File: src/sv/emgenv_pkg.sv
package emgenv_pkg;

    localparam int MAG_W      = 12;
    localparam int MAG_MAX    = 2048;
    localparam int ENV_W      = 12;
    localparam int THR_W      = 12;
    localparam int ANG_W      = 8;
    localparam int PULSE_W    = 10;
    localparam int PULSE_BASE = 150;

    localparam logic [2:0] REG_THRESHOLD    = 3'd0;
    localparam logic [2:0] REG_SWEEP_MIN    = 3'd1;
    localparam logic [2:0] REG_SWEEP_MAX    = 3'd2;
    localparam logic [2:0] REG_LIFT_MIN     = 3'd3;
    localparam logic [2:0] REG_LIFT_MAX     = 3'd4;
    localparam logic [2:0] REG_GRIP_CLOSE   = 3'd5;
    localparam logic [2:0] REG_GRIP_RELEASE = 3'd6;
    localparam logic [2:0] REG_TURN_ANGLE   = 3'd7;

    typedef struct packed {
        logic [THR_W-1:0] threshold;
        logic [ANG_W-1:0] sweep_min;
        logic [ANG_W-1:0] sweep_max;
        logic [ANG_W-1:0] lift_min;
        logic [ANG_W-1:0] lift_max;
        logic [ANG_W-1:0] grip_close;
        logic [ANG_W-1:0] grip_release;
        logic [ANG_W-1:0] turn_angle;
    } cfg_t;

    localparam cfg_t CFG_RESET = '{
        threshold:    12'd3,
        sweep_min:    8'd40,
        sweep_max:    8'd90,
        lift_min:     8'd20,
        lift_max:     8'd60,
        grip_close:   8'd80,
        grip_release: 8'd140,
        turn_angle:   8'd65
    };

    typedef struct packed {
        logic [ENV_W-1:0]   envelope;
        logic               is_active;
        logic [ANG_W-1:0]   sweep_out;
        logic [PULSE_W-1:0] sweep_pulse;
        logic [ANG_W-1:0]   lift_out;
        logic [PULSE_W-1:0] lift_pulse;
        logic [ANG_W-1:0]   grip_out;
        logic [PULSE_W-1:0] grip_pulse;
        logic               grip_moved;
    } result_t;

    // 150 + angle*450/180 == 150 + floor(angle*5/2)
    function automatic logic [PULSE_W-1:0] pulse_of(input logic [ANG_W-1:0] angle);
        logic [10:0] x5;
        x5 = ({3'b000, angle} << 2) + {3'b000, angle};
        return x5[10:1] + PULSE_W'(PULSE_BASE);
    endfunction

endpackage

File: src/sv/emgenv_cell.sv
module emgenv_cell
    import emgenv_pkg::*;
(
    input  logic             aclk,
    input  logic             aresetn,
    input  logic             shift_en,
    input  logic [MAG_W-1:0] mag_in,
    output logic [MAG_W-1:0] mag_out
);

    logic [MAG_W-1:0] mag_reg;

    always_ff @(posedge aclk) begin
        if (!aresetn) begin
            mag_reg <= '0;
        end else if (shift_en) begin
            mag_reg <= mag_in;
        end
    end

    assign mag_out = mag_reg;

endmodule

File: src/sv/emgenv_arm.sv
module emgenv_arm
    import emgenv_pkg::*;
(
    input  logic             aclk,
    input  logic             aresetn,
    input  logic             step,
    input  cfg_t             cfg,
    input  logic [ENV_W-1:0] envelope,
    output result_t          res
);

    typedef logic signed [9:0] sang_t;

    logic [ANG_W-1:0] sweep_reg, sweep_next;
    logic [ANG_W-1:0] lift_reg, lift_next;
    logic [ANG_W-1:0] grip_reg, grip_next;

    sang_t sa, la, smin, smax, lmin, lmax, glo, ghi, turn;
    sang_t up, down, snx, lnx, gcmd;
    logic  active, moved;

    function automatic sang_t ext(input logic [ANG_W-1:0] a);
        return $signed({2'b00, a});
    endfunction

    function automatic sang_t clamp_to(input sang_t x, input sang_t lo, input sang_t hi);
        if (x < lo) return lo;
        if (x > hi) return hi;
        return x;
    endfunction

    always_comb begin
        sa   = ext(sweep_reg);
        la   = ext(lift_reg);
        smin = ext(cfg.sweep_min);
        smax = ext(cfg.sweep_max);
        lmin = ext(cfg.lift_min);
        lmax = ext(cfg.lift_max);
        glo  = ext(cfg.grip_close);
        ghi  = ext(cfg.grip_release);
        turn = ext(cfg.turn_angle);

        active = envelope > cfg.threshold;
        up     = (la + 10'sd2 < lmax) ? la + 10'sd2 : lmax;
        down   = (la - 10'sd2 > lmin) ? la - 10'sd2 : lmin;

        if (active) begin
            moved = (sa == smax - 10'sd1);
            gcmd  = clamp_to(glo, glo, ghi);
            snx   = (sa + 10'sd1 < smax) ? sa + 10'sd1 : smax;
            lnx   = (sa < turn) ? up : down;
        end else begin
            moved = (sa == smin + 10'sd1);
            gcmd  = clamp_to(ghi, glo, ghi);
            snx   = (sa - 10'sd1 > smin) ? sa - 10'sd1 : smin;
            lnx   = (sa < turn) ? down : up;
        end

        sweep_next = ANG_W'(clamp_to(snx, smin, smax));
        lift_next  = ANG_W'(clamp_to(lnx, lmin, lmax));
        grip_next  = moved ? ANG_W'(gcmd) : grip_reg;

        res.envelope    = envelope;
        res.is_active   = active;
        res.sweep_out   = sweep_next;
        res.sweep_pulse = pulse_of(sweep_next);
        res.lift_out    = lift_next;
        res.lift_pulse  = pulse_of(lift_next);
        res.grip_out    = grip_next;
        res.grip_pulse  = pulse_of(grip_next);
        res.grip_moved  = moved;
    end

    always_ff @(posedge aclk) begin
        if (!aresetn) begin
            sweep_reg <= CFG_RESET.sweep_min;
            lift_reg  <= CFG_RESET.lift_min;
            grip_reg  <= CFG_RESET.grip_release;
        end else if (step) begin
            sweep_reg <= sweep_next;
            lift_reg  <= lift_next;
            grip_reg  <= grip_next;
        end
    end

endmodule

File: src/sv/emg_envelope_sweep_drive.sv
// EMG envelope follower driving a sweep / lift / gripper arm. Each input transfer carries one
// filtered sample; its magnitude enters a shift line of WINDOW cells (cleared by reset) and a
// running sum tracks the window. The envelope (sum / WINDOW, by reciprocal multiply) decides
// whether the sweep joint steps up or down, the lift joint follows by 2 with its direction
// reversing at turn_angle, and the gripper closes or opens near the sweep limits. One result
// transfer per input transfer, registered through sum_reg, prod_reg and out_reg; one transfer
// per cycle is sustained while the output is not stalled by m_tready. Configuration
// writes are meant for idle periods only.
module emg_envelope_sweep_drive
    import emgenv_pkg::*;
#(
    parameter int WINDOW = 100
) (
    input  logic        aclk,
    input  logic        aresetn,
    input  logic        s_tvalid,
    output logic        s_tready,
    input  logic [15:0] s_tdata,     // [11:0] filtered_sample
    output logic        m_tvalid,
    input  logic        m_tready,
    output logic [71:0] m_tdata,     // [11:0] envelope, [12] is_active, [20:13] sweep_out,
                                     // [30:21] sweep_pulse, [38:31] lift_out,
                                     // [48:39] lift_pulse, [56:49] grip_out,
                                     // [66:57] grip_pulse, [67] grip_moved
    input  logic        cfg_we,
    input  logic [2:0]  cfg_index,
    input  logic [11:0] cfg_wdata
);

    localparam int SUM_W     = $clog2(MAG_MAX * WINDOW + 1);
    localparam int DIV_SHIFT = SUM_W + $clog2(WINDOW);
    localparam int RECIP_W   = SUM_W + 2;
    localparam int PROD_W    = SUM_W + RECIP_W;
    localparam logic [63:0] RECIP =
        ((64'd1 << DIV_SHIFT) + 64'(WINDOW) - 64'd1) / 64'(WINDOW);

    cfg_t cfg_reg;

    logic signed [MAG_W-1:0] sample;
    logic [MAG_W-1:0]        mag;
    logic [MAG_W-1:0]        tap [WINDOW];
    logic [SUM_W-1:0]        sum_reg, sum_next;
    logic [PROD_W-1:0]       prod_reg, prod_next;
    logic                    v1_reg, v2_reg, out_valid_reg;
    logic                    accept, adv2, adv_out;
    logic [ENV_W-1:0]        envelope;
    result_t                 res, out_reg;

    // configuration
    always_ff @(posedge aclk) begin
        if (!aresetn) begin
            cfg_reg <= CFG_RESET;
        end else if (cfg_we) begin
            case (cfg_index)
                REG_THRESHOLD:    cfg_reg.threshold    <= cfg_wdata;
                REG_SWEEP_MIN:    cfg_reg.sweep_min    <= cfg_wdata[ANG_W-1:0];
                REG_SWEEP_MAX:    cfg_reg.sweep_max    <= cfg_wdata[ANG_W-1:0];
                REG_LIFT_MIN:     cfg_reg.lift_min     <= cfg_wdata[ANG_W-1:0];
                REG_LIFT_MAX:     cfg_reg.lift_max     <= cfg_wdata[ANG_W-1:0];
                REG_GRIP_CLOSE:   cfg_reg.grip_close   <= cfg_wdata[ANG_W-1:0];
                REG_GRIP_RELEASE: cfg_reg.grip_release <= cfg_wdata[ANG_W-1:0];
                REG_TURN_ANGLE:   cfg_reg.turn_angle   <= cfg_wdata[ANG_W-1:0];
                default: ;
            endcase
        end
    end

    // pipeline control
    assign adv_out  = v2_reg & (~out_valid_reg | m_tready);
    assign adv2     = v1_reg & (~v2_reg | adv_out);
    assign s_tready = ~v1_reg | adv2;
    assign accept   = s_tvalid & s_tready;

    always_ff @(posedge aclk) begin
        if (!aresetn) begin
            v1_reg        <= 1'b0;
            v2_reg        <= 1'b0;
            out_valid_reg <= 1'b0;
        end else begin
            v1_reg        <= accept | (v1_reg & ~adv2);
            v2_reg        <= adv2 | (v2_reg & ~adv_out);
            out_valid_reg <= adv_out | (out_valid_reg & ~m_tready);
        end
    end

    // window shift line
    assign sample = s_tdata[MAG_W-1:0];
    assign mag    = sample[MAG_W-1] ? (~sample[MAG_W-1:0] + MAG_W'(1)) : sample[MAG_W-1:0];

    for (genvar i = 0; i < WINDOW; i++) begin : g_cell
        emgenv_cell u_cell (
            .aclk     (aclk),
            .aresetn  (aresetn),
            .shift_en (accept),
            .mag_in   ((i == 0) ? mag : tap[(i == 0) ? 0 : i - 1]),
            .mag_out  (tap[i])
        );
    end

    assign sum_next = sum_reg - SUM_W'(tap[WINDOW-1]) + SUM_W'(mag);

    always_ff @(posedge aclk) begin
        if (!aresetn) begin
            sum_reg <= '0;
        end else if (accept) begin
            sum_reg <= sum_next;
        end
    end

    // envelope = sum / WINDOW, exact for every sum below 2**SUM_W
    assign prod_next = {{RECIP_W{1'b0}}, sum_reg} * {{SUM_W{1'b0}}, RECIP_W'(RECIP)};

    always_ff @(posedge aclk) begin
        if (adv2) begin
            prod_reg <= prod_next;
        end
    end

    assign envelope = prod_reg[DIV_SHIFT +: ENV_W];

    emgenv_arm u_arm (
        .aclk     (aclk),
        .aresetn  (aresetn),
        .step     (adv_out),
        .cfg      (cfg_reg),
        .envelope (envelope),
        .res      (res)
    );

    always_ff @(posedge aclk) begin
        if (adv_out) begin
            out_reg <= res;
        end
    end

    assign m_tvalid = out_valid_reg;
    assign m_tdata  = {4'b0000, out_reg.grip_moved, out_reg.grip_pulse, out_reg.grip_out,
                       out_reg.lift_pulse, out_reg.lift_out, out_reg.sweep_pulse,
                       out_reg.sweep_out, out_reg.is_active, out_reg.envelope};

    a_env_range: assert property (@(posedge aclk) disable iff (!aresetn)
        m_tvalid |-> out_reg.envelope <= ENV_W'(MAG_MAX))
        else $error("envelope above full-scale magnitude");

    a_grip_cmd: assert property (@(posedge aclk) disable iff (!aresetn)
        (m_tvalid && out_reg.grip_moved) |->
            (out_reg.grip_out == cfg_reg.grip_close ||
             out_reg.grip_out == cfg_reg.grip_release))
        else $error("gripper command not at a gripper limit");

    a_pulse: assert property (@(posedge aclk) disable iff (!aresetn)
        m_tvalid |-> (out_reg.sweep_pulse == pulse_of(out_reg.sweep_out) &&
                      out_reg.lift_pulse == pulse_of(out_reg.lift_out)))
        else $error("pulse does not match angle");

    a_active: assert property (@(posedge aclk) disable iff (!aresetn)
        m_tvalid |-> (out_reg.is_active == (out_reg.envelope > cfg_reg.threshold)))
        else $error("active flag disagrees with envelope");

endmodule

File: config.mk
export PLATFORM = sky130hd
export DESIGN_NAME = emg_envelope_sweep_drive
export DESIGN_NICKNAME = d
export VERILOG_FILES = /design/src/sv/emgenv_pkg.sv /design/src/sv/emgenv_cell.sv /design/src/sv/emgenv_arm.sv /design/src/sv/emg_envelope_sweep_drive.sv
export SDC_FILE = /design/constraint.sdc
export NUM_CORES = 2
export LEC_CHECK = 0
export ABC_AREA = 1
export BUFFER_PORTS_ARGS = -buffer_cell sky130_fd_sc_hd__buf_4
export CORE_AREA = 5 5 282 559
export DETAILED_ROUTE_END_ITERATION = 6
export DIE_AREA = 0 0 287 564
export GPL_TIMING_DRIVEN = 0
export PLACE_DENSITY_LB_ADDON = 0.12
export SLEW_MARGIN = 30
export SYNTH_ARGS = -nofsm -noshare
export SYNTH_HDL_FRONTEND = slang
export SYNTH_HIERARCHICAL = 1
export SYNTH_SLANG_ARGS = --single-unit
export TNS_END_PERCENT = 10
File: constraint.sdc
create_clock -name aclk -period 7 [get_ports aclk]
set_clock_uncertainty 0.2 [all_clocks]
set_input_delay 1.4 -clock aclk [delete_from_list [all_inputs] [get_ports aclk]]
set_output_delay 1.4 -clock aclk [all_outputs]
set_load 0.02 [all_outputs]
==> results.ini <==
[worst_setup_path]
worstPathArrival_ns = 6.98
critical_path_buf_inv_count = 6
setup.worst_path.class = reg2reg
cp-end-kind = flip-flop
cp_max_fo = 10
cp.required_ns = 7.29
cpMaxStageDelayCell = dfxtp_1
start_kind = flip-flop
cpLargestDelayFamily = compound AO/OA/AOI/OAI gates
max_stage_delay_ns = 0.39

[floorplan]
die_area_mm2 = 0.1619
pin_count = 110
die_h_um = 564
rows = 203
initial_core_util_pct = 45.59
chipWidth_um = 287
core_mm2 = 0.1529

[pwr]
power_density_mw_per_mm2 = 442.8
irDropWorstVdd_mv = 0.6398
power_mw = 34.78
p_leak_nw = 39.93

[sta]
rsz0062_at_grt = true
fin_ws_ns = 0.3116
finalSetupViolations = 0
worst_pin_slew_ns = 0.9456
post-route-min-period_ns = 6.688
fin_setup_tns_ns = 0
drv_slew = 0
slew_headroom_pct = 36.96
period_share_pct = 95.55
fmax_ghz = 0.1495
hold_viol_final = 0

[routing]
antenna_left = 0
drc = 0
drt-vias-per-instance = 4.461
drt-initial-drc-count = 2071
drt_wl_total_mm = 158.1
firstDrtPassIters = 5
vias = 56100
wl_per_cell_um = 12.57

[global_routing]
gr-usage-all-layers_pct = 19.33
grt_pass1_vias = 55600
grt_pass1_wl_mm = 261.7
grt_max_degree = 87
grt_remaining_overflow = 0
antenna_found_initial = 1

[clock_network]
cts_buffers = 143
cts_htree_levels = 4
clockRootBuffer = clkbuf_16
ctsHoldBuffers = 0
clock_latency_ns = 0.76
clockBufferDepth = 4
tritoncts = built
clock-sinks = 1393
clkTransAtPathRegs_ns = 0.06

[synthesis]
avgSynthCellArea_um2 = 6.865
synthFlopType = dfxtp_1
ys_seq_area_share_pct = 41.16
syn_inst = 10150
synth_warnings = 6
synthDistinctLibCells = 58
synth-seq-cells = 1393
syn_area_mm2 = 0.06970
synth_edf_count = 80
synth_async_sr_flop_share_pct = 0

[cells_and_area]
largest_reg_flops = 1200
seqCellArea_mm2 = 0.02870
fill_cells = 15720
multi_input_area_mm2 = 0.03162
final_nets = 10880
layout-drive-gt1-share_pct = 8.191
area_delta_synth_final_pct = 12.67

[place]
port_buffers = 92
dpl.hpwl_mm = 121.3
place_congestion = 0.9235
post-place-ws_ns = -0.9122

[worst_hold_path]
min_path_type = reg2reg

[run]
max_cap_violations = 0

[status]
outcome = finished, final reports clean

## placed cells by master, fill, tap and decap left out, types with 7 or more instances in the layout
master,count
nand2_1,2866
nor2_1,2624
inv_1,1729
dfxtp_1,1311
ha_1,282
buf_6,205
a21oi_1,150
clkbuf_16,146
o21ai_0,141
fa_1,130
buf_4,129
buf_2,112
nand3_1,110
edfxtp_1,80
xor2_1,47
clkbuf_1,42
nand2_2,28
clkbuf_8,26
o21ai_1,25
clkinv_2,25
o211ai_1,20
xnor2_1,19
nor2_2,18
nor3_1,17
nand4_1,17
inv_2,16
o21ai_2,15
o21bai_1,14
or2_2,14
buf_16,14
nand3_2,13
bufinv_16,12
nand2_4,11
clkbuf_2,8
a21oi_2,7
## metal layers
| layer | wire [µm] | track usage (%) | vias to the layer above | part of all wire, % |
|---|---|---|---|---|
| met5 | 0 | 0 | - | 0 |
| met2 | 89670 | 40.89 | 655 | 57 |
| li1 | - | - | 30190 | - |
| met4 | 7303 | 8.310 | 0 | 4.6 |
| met1 | 56930 | 18.06 | 24890 | 36 |
| met3 | 4188 | 2.166 | 373 | 2.6 |
## power by group
part           internal (mW)  switching (mW)
Clock                   4.55            3.19
Sequential              8.91           0.419
Combinational           6.24            11.5
## per-stage QoR
step	area (µm²)	hold slack [ns]	std cells	utilization [%]
after floorplan	69720	0.2289	10160	-
after global placement	72970	0.2434	12300	47.72
after detailed placement	73390	0.2427	12310	48.00
after CTS	78210	0.2549	12560	51.15
after global routing	78540	0.2764	12580	51.36
final	78540	0.2584	12580	51.36
## layout make-up
cell class	instances	share of cell area, %
flip-flops and latches	1393	36.54
clock buffers	198	5.233
inverters	1751	8.394
well taps	2050	3.266
repair buffers	121	1.533
clock inverters	49	0.7472
diodes	1	0.003186
multi-input cells	6646	40.26
plain buffers	366	4.027
## Yosys cell counts, types with 15 or more instances
cell | n | area (µm²)
nand2_1 | 2869 | 10770
nor2_1 | 2628 | 9864
inv_1 | 1733 | 6505
dfxtp_1 | 1313 | 26290
ha_1 | 287 | 3591
buf_6 | 205 | 2308
o21ai_0 | 166 | 830.8
a21oi_1 | 156 | 780.8
fa_1 | 132 | 2643
buf_2 | 112 | 560.5
nand3_1 | 111 | 555.5
edfxtp_1 | 80 | 2402
xor2_1 | 50 | 437.9
nand2_2 | 25 | 156.4
buf_4 | 23 | 172.7
clkbuf_1 | 20 | 75.07
o211ai_1 | 20 | 150.1
xnor2_1 | 20 | 175.2
nor3_1 | 19 | 95.09
nand4_1 | 17 | 106.4
inv_2 | 16 | 60.06
o21ai_1 | 16 | 80.08
nor2_2 | 15 | 93.84
## timing repair
action                     CTS  global route
gates resized for setup     37            76
setup endpoints to repair   14            11
pin swaps                    4            13
setup buffers                4            10
## worst register-to-register path: cells and delay by family (launching register included)
family                     cells  cell delay, ns
AOI/OAI and AO/OA             12            1.90
buffers and inverters          6            0.81
xor gates and xnor gates       2            0.46
and+or+nand+nor               11            1.19
DFF                            1            0.39
adders and majority gates      5            1.53
## final timing paths
| path | to | depth (start not counted) | slack [ns] | startpoint |
|---|---|---|---|---|
| min reg2reg | cfg_reg[22] | 2 | 0.26 | cfg_reg[22] |
| min | cfg_reg[22] | 2 | 0.26 | cfg_reg[22] |
| max | m_tdata[47] | 36 | 0.31 | u_arm/lift_reg[1] |
| max reg2reg | m_tdata[47] | 36 | 0.31 | u_arm/lift_reg[1] |
## kinds of logic (layout without fill, tap and decap cells)
logic type      after synthesis  after routing  share of synthesized area [%]
compound gates              405            405                          3.183
xor+xnor                     71             71                         0.9029
fa+ha+maj                   419            419                          8.943
buf+inv                    2117           2485                          13.94
flops                      1393           1393                          41.16
other cells                   1              5                       0.005380
simple gates               5747           5747                          31.87
No activity file was read; power rests on OpenSTA's default activity.
